`src/dps_pkg.sv`:
```
// Shared types and constants for the Drucker-Prager strength surface block.
// No dependencies; imported by every module of the block.
`timescale 1ns / 1ps

package dps_pkg;

    // Configuration register indexes.
    localparam logic REG_TENSILE     = 1'b0;
    localparam logic REG_COMPRESSIVE = 1'b1;

    // round(2^32 / sqrt(3)).
    localparam logic [31:0] INV_SQRT3_Q32 = 32'd2479700525;

    // Output range of the surface value.
    localparam logic signed [35:0] SURF_MAX = 36'sh7FFFFFFFF;
    localparam logic signed [35:0] SURF_MIN = 36'sh800000000;

    // Control that travels with each word along the pipeline.
    typedef struct packed {
        logic valid;
        logic neg;
    } cell_ctrl_t;

endpackage

```
`src/dps_cell.sv`:
```
// One root and quotient chain cell: one quotient bit, and a square-root bit when BIT < RW.
// Depends on dps_pkg.
`timescale 1ns / 1ps

module dps_cell import dps_pkg::*; #(
    parameter int W = 32,
    parameter int BIT = 0,
    localparam int SW = 2 * W + 3,
    localparam int RW = W + 1,
    localparam int QW = (W > 32 ? W : 32) + 2,
    localparam int NW = ((W + 34) > 63 ? (W + 34) : 63) + 1,
    localparam int TW = SW + 3,
    localparam int DW = (NW > 32 + QW ? NW : 32 + QW) + 1
) (
    input  logic          clk,
    input  logic          rst_n,
    input  logic [31:0]   d,
    input  cell_ctrl_t    ctrl_in,
    output logic          ready_up,
    input  logic [SW-1:0] srem_in,
    input  logic [RW-1:0] root_in,
    input  logic [NW-1:0] drem_in,
    input  logic [QW-1:0] quo_in,
    output cell_ctrl_t    ctrl_out,
    input  logic          ready_dn,
    output logic [SW-1:0] srem_out,
    output logic [RW-1:0] root_out,
    output logic [NW-1:0] drem_out,
    output logic [QW-1:0] quo_out
);

    localparam bit DO_SQRT = (BIT < RW);

    logic          valid_reg, neg_reg;
    logic [SW-1:0] srem_reg, srem_next;
    logic [RW-1:0] root_reg, root_next;
    logic [NW-1:0] drem_reg, drem_next;
    logic [QW-1:0] quo_reg, quo_next;
    logic [TW-1:0] tt, trial, srem_ext;
    logic [DW-1:0] dtrial, drem_ext;
    logic          adv;

    assign adv      = !valid_reg || ready_dn;
    assign ready_up = adv;

    // Trying root bit b: 6*(r + 2^b)^2 - 6*r^2 = 6*(r*2^(b+1) + 2^(2b)).
    always_comb
    begin
        tt        = (TW'(root_in) << (BIT + 1)) + (TW'(1) << (2 * BIT));
        trial     = (tt << 2) + (tt << 1);
        srem_ext  = TW'(srem_in);
        srem_next = srem_in;
        root_next = root_in;
        if (DO_SQRT && trial <= srem_ext)
        begin
            srem_next = srem_ext[SW-1:0] - trial[SW-1:0];
            root_next = root_in | (RW'(1) << BIT);
        end
        dtrial    = DW'(d) << BIT;
        drem_ext  = DW'(drem_in);
        drem_next = drem_in;
        quo_next  = quo_in;
        if (dtrial <= drem_ext)
        begin
            drem_next = drem_ext[NW-1:0] - dtrial[NW-1:0];
            quo_next  = quo_in | (QW'(1) << BIT);
        end
    end

    always_ff @(posedge clk or negedge rst_n)
    begin
        if (!rst_n)
            valid_reg <= 1'b0;
        else if (adv)
            valid_reg <= ctrl_in.valid;
    end

    always_ff @(posedge clk)
    begin
        if (adv && ctrl_in.valid)
        begin
            neg_reg  <= ctrl_in.neg;
            srem_reg <= srem_next;
            root_reg <= root_next;
            drem_reg <= drem_next;
            quo_reg  <= quo_next;
        end
    end

    assign ctrl_out.valid = valid_reg;
    assign ctrl_out.neg   = neg_reg;
    assign srem_out       = srem_reg;
    assign root_out       = root_reg;
    assign drem_out       = drem_reg;
    assign quo_out        = quo_reg;

endmodule

```
`config.mk`:
```
export PLATFORM = sky130hd
export DESIGN_NAME = dps_cell
export DESIGN_NICKNAME = d
export VERILOG_FILES = /design/src/dps_pkg.sv /design/src/dps_cell.sv
export SDC_FILE = /design/constraint.sdc
export NUM_CORES = 1
export LEC_CHECK = 0
export BUFFER_PORTS_ARGS = -buffer_cell sky130_fd_sc_hd__buf_4
export CAP_MARGIN = 0
export CORE_AREA = 2 2 176 178
export DETAILED_ROUTE_END_ITERATION = 10
export DIE_AREA = 0 0 178 180
export PLACE_DENSITY_LB_ADDON = 0.05
export SYNTH_ARGS = -nofsm -noshare
export SYNTH_HDL_FRONTEND = slang
export SYNTH_SLANG_ARGS = --single-unit
```
`constraint.sdc`:
```
create_clock -name clk -period 5.5 [get_ports clk]
set_clock_uncertainty 0.05 [all_clocks]
set_input_delay 0.55 -clock clk [delete_from_list [all_inputs] [get_ports clk]]
set_output_delay 0.55 -clock clk [all_outputs]
set_load 0.01 [all_outputs]
```
; ---- After elaboration in Yosys (flattened, before gate mapping)
; Cells that the tools add are included.
[op_classes]
add_sub_neg = 4
eq_ne = 0
reduce_logical = 3
mul = 0
shift = 0
n_lt_le_gt_ge = 2
bitwise = 0
n_mux = 2
n_div = 0
[op_table]
columns = operator, count
row1 = $mux W67, 2
row2 = $le A32 B67 Y1, 1
row3 = $le A38 B67 Y1, 1
row4 = $sub A67 B32 Y67, 1
row5 = $sub A67 B38 Y67, 1
row6 = $add A37 B36 Y38, 1
row7 = $add A34 B1 Y35 const B, 1
row8 = $logic_and A1 B1 Y1, 1
row9 = $logic_not A1 Y1, 1
row10 = $logic_or A1 B1 Y1, 1
[totals]
memories = 0
latchBits = 0
out_inout_bits = 204
romBits = 0
wordCells = 19
reg_bits = 203
inputBits = 238
ram_bits = 0

; ---- Logic depth before layout (Yosys ltp)
[logic_depth]
depth_word = 4
mapped_depth = 23
mapped_depth_nobuf = 21

; ---- Worst setup path after synthesis
; Ideal clock, no wire load.
[synth_path]
path_type = input-to-reg
start = in ready_dn
end = reg drem_reg[0], in the netlist drem_out[0] (enable)
required_time_ns = 4.862
arrival_ns = 5.375
stages = 2
path_slack_ns = -0.513
setup_ns = 0.588
path_buffers = 0
path_cell_list = nand2b_1 > and2_1
[synth_via]
elab_chain_len = 2
[synth_rtl]
columns = element, line_no
row1 = start: declaration, dps_cell.sv:25  ; input logic ready_dn,
row2 = $logic_or A1 B1 Y1, dps_cell.sv:43  ; assign adv = !valid_reg || ready_dn;
row3 = $logic_and A1 B1 Y1, dps_cell.sv:80  ; if (adv && ctrl_in.valid)
row4 = end signal: assignment, dps_cell.sv:85  ; drem_reg <= drem_next;
row5 = end: declaration, dps_cell.sv:37  ; logic [NW-1:0] drem_reg, drem_next;
; No other way between the ends.
; A chain may end at the register's enable or synchronous reset.

; ---- Worst setup path after layout
[layout_path]
start = in root_in[5]
end = reg srem_reg[62], in the netlist srem_out[62], data pin
[layout_via]
elab_chain_len = 4
word_cells_on_any_way = 5
cone_classes = add/sub (3) / order compare (1) / mux (1)
[layout_rtl]
columns = element, line_no
row1 = start: declaration, dps_cell.sv:21  ; input logic [RW-1:0] root_in,
row2 = $add A34 B1 Y35 (*), dps_cell.sv:49  ; tt = (TW'(root_in) << (BIT + 1)) + (TW'(1) << (2 * BIT));
row3 = $add A37 B36 Y38 (*), dps_cell.sv:50  ; trial = (tt << 2) + (tt << 1);
row4 = $sub A67 B38 Y67 or $le A38 B67 Y1 (tied branches), "dps_cell.sv:56, dps_cell.sv:54"
row5 = $mux W67 (*), dps_cell.sv:54  ; if (DO_SQRT && trial <= srem_ext)
row6 = via srem_next[62], dps_cell.sv:35  ; logic [SW-1:0] srem_reg, srem_next;
row7 = end signal: assignment, dps_cell.sv:83  ; srem_reg <= srem_next;
row8 = end: declaration, dps_cell.sv:35
; The timed path passes the listed nets; every way through them passes the cells marked *.

==> flow_metrics.py <==
metrics = {
    "outcome": {
        "outcome": "completed",
    },
    "clock_tree": {
        "cts_tree": "built",
        "htree_levels": 1,
        "cts_buffers": 25,
        "clkSinkCount": 203,
        "clkTransAtPathRegs_ns": 0.06,
        "clockBufferDepth": 3,
        "cts-root-buf": "clkbuf_16",
        "clock_latency_ns": 0.55,
    },
    "worst_setup_path": {
        "critPathCaptureType": "register",
        "reg2reg_slack_ns": 3.39,
        "reg2reg_depth": 3,
        "reg2reg_to": "drem_out[9]",
        "reg2reg_from": "valid_reg",
        "worstPathArrival_ns": 5.33,
        "critPathKind": "in -> reg",
        "startpoint_type": "input port",
        "path_max_fanout": 7,
        "critPathRequiredTime_ns": 5.73,
    },
    "grt": {
        "grt_use_total_pct": 27.2,
        "grt_pass1_wl_mm": 68.8,
        "antenna_found_initial": 4,
        "grt_max_degree": 118,
        "grt_pass1_vias": 12700,
        "grt_overflow": 0,
    },
    "timing": {
        "hold_violations": 0,
        "finalSetupViolations": 0,
        "finalCriticalPeriod_ns": 5.10,
        "fmax_mhz": 196,
        "worst_slew_pin_slew_ns": 0.890,
        "relSlewSlack_pct": 40.7,
        "finalWorstSetupSlack_ns": 0.402,
        "rsz0062_at_grt": "false",
        "drv_slew": 0,
        "post-route-period-util_pct": 92.7,
        "holdWs_ns": 0.128,
    },
    "synth": {
        "yosysSeqAreaShare_pct": 42.6,
        "netlist_top_cells_area": "edfxtp_1 (42%), ha_1 (8.9%), a21oi_1 (5.2%)",
        "ys_ff_latch": 203,
        "synth_top_area_share_pct": 42.4,
        "synth_warnings": 0,
        "synth_edf_count": 202,
        "syn-cell-area_um2": 14300,
        "yosys.area.top_type": "edfxtp_1",
        "ys.flop_type": "edfxtp_1",
        "synth_area_per_cell_um2": 9.76,
        "async_flop_share_pct": 0.493,
        "syn_nets": 1810,
        "yosysUniqueCellTypes": 76,
        "netlist_instances": 1467,
    },
    "job": {
        "drv_cap": 0,
    },
    "placed_design": {
        "dp_slack_ns": -0.203,
        "routabilityCongestion": 0.942,
        "hpwl_mm": 36.4,
        "io_buffers": 441,
    },
    "floorplanning": {
        "rows": 64,
        "io_pins": 442,
        "die_y_um": 180,
        "coreArea_um2": 30200,
        "dieWidth_um": 178,
        "start_util_pct": 47.4,
        "dieArea_um2": 32000,
    },
    "power": {
        "power_leakage_nw": 8.38,
        "power_density_nw_per_um2": 294,
        "ir_drop_uv": 242,
    },
    "min_path": {
        "worstHoldStart": "quo_in[24]",
        "holdPathStages": 1,
        "whs_endpoint": "quo_out[24]",
        "hp-class": "in -> reg",
    },
    "detailed_routing": {
        "dr.first_iter.drc_count": 850,
        "vias": 13200,
        "drc_errors": 0,
        "wl_per_cell_um": 19.2,
        "drtAntennaViolNets": 0,
        "dr.pass1.iters": 5,
        "avgViaCountPerCell": 5.55,
        "wirelength_mm": 45.7,
    },
    "cells_and_area": {
        "final_layout_size_suffix_gt1_share_pct": 29.5,
        "nFillCells": 2589,
        "mostFrequentLayoutCell": "buf_4",
        "syn_to_final_growth_pct": 35.6,
        "fin_nets": 2298,
        "postLayoutCoreUtil_pct": 64.3,
        "layout_common_cells": "buf_4 (512), edfxtp_1 (202), a21oi_1 (150), nor2_1 (137), nand2_1 (106)",
    },
}
## what timing repair did
item	CTS	global route
setup buffers	0	0
endpoints found under the setup margin	0	4
gates resized for setup	0	1
endpoints found under the hold margin	1	0
hold buffers	1	0
## cells by family (layout without fill, tap and decap cells)
family | Yosys count | after routing | share of synthesized area (%)
AOI/OAI and AO/OA | 394 | 394 | 17.5
xor gates and xnor gates | 149 | 149 | 9.12
adders and majority gates | 105 | 105 | 9.34
buffers and inverters | 118 | 625 | 3.37
DFF | 203 | 203 | 42.6
muxes | 17 | 17 | 1.33
other | 0 | 4 | 0
and+or+nand+nor | 481 | 481 | 16.8
## per-layer routing
metal | track usage, % | routed length [um]
met1 | 33.6 | 18100
met2 | 46.8 | 22400
met3 | 4.76 | 3320
met4 | 11.0 | 1890
met5 | 0 | 0
## Yosys cell counts (16+ instances only)
| library cell | instances |
|---|---|
| or3_1 | 18 |
| nand4_1 | 26 |
| nor4_1 | 24 |
| clkbuf_1 | 43 |
| nand3_1 | 36 |
| xor2_1 | 81 |
| o21ai_0 | 62 |
| ha_1 | 102 |
| nand2b_1 | 19 |
| nor2_1 | 137 |
| edfxtp_1 | 202 |
| xnor2_1 | 68 |
| a21oi_1 | 150 |
| o211ai_1 | 16 |
| nor3_1 | 46 |
| inv_1 | 63 |
| a21o_1 | 54 |
| nand2_1 | 106 |
## per-stage QoR
stage                     power, W  instances  TNS (ns)  area, um^2
final                      0.00570       2374         0       19400
after global routing       0.00598       2373         0       19400
after CTS                  0.00572       2370         0       19400
after detailed placement   0.00394       2323     -2.12       18500
after global placement     0.00393       2323    -0.441       18500
after floorplan            0.00315       1467         0       14300
## layout make-up
type	count	area, um^2	share of cell area [%]
Tap cell	396	495	2.55
Timing Repair Buffer	516	3910	20.2
Sequential cell	203	6090	31.4
Clock buffer	32	702	3.62
Antenna cell	4	10.0	0.0516
Multi-Input combinational cell	1146	7770	40.1
Inverter	63	236	1.22
Clock inverter	14	181	0.935
## worst max-delay path by stage
stage                from           end  slack [ns]  cells after the start
2_1_floorplan  root_in[5]  srem_out[65]        0.07                     22
3_3_place_gp   root_in[5]  srem_out[54]       -0.08                     22
3_5_place_dp   root_in[5]  srem_out[62]       -0.20                     22
4_1_cts        root_in[5]  srem_out[62]        0.36                     22
5_1_grt        root_in[5]  srem_out[58]       0.005                     23
6_report       root_in[5]  srem_out[62]        0.40                     23
## power by group
part | total, W | leakage (nW) | internal (W) | switching, W
Sequential | 0.00197 | 1.93 | 0.00192 | 0.0000479
Clock | 0.00177 | 0.432 | 0.00109 | 0.000679
Combinational | 0.00196 | 6.02 | 0.000916 | 0.00104
## worst max-delay path, stage by stage
cell	delay [ns]
buf_4	0.13
ha_1	0.32
buf_4	0.17
a2111o_1	0.40
o22ai_1	0.14
o21ai_0	0.14
a21oi_1	0.17
buf_4	0.15
a21o_1	0.18
a21oi_1	0.14
a211oi_1	0.30
xor2_1	0.15
ha_1	0.33
and4_1	0.22
nand3_1	0.09
or3_1	0.42
nor4_4	0.23
nor3_2	0.10
o31ai_4	0.10
nand2b_1	0.20
buf_4	0.22
nor4_1	0.36
xor2_1	0.11
Note: power is estimated with default switching activity, not from simulation.
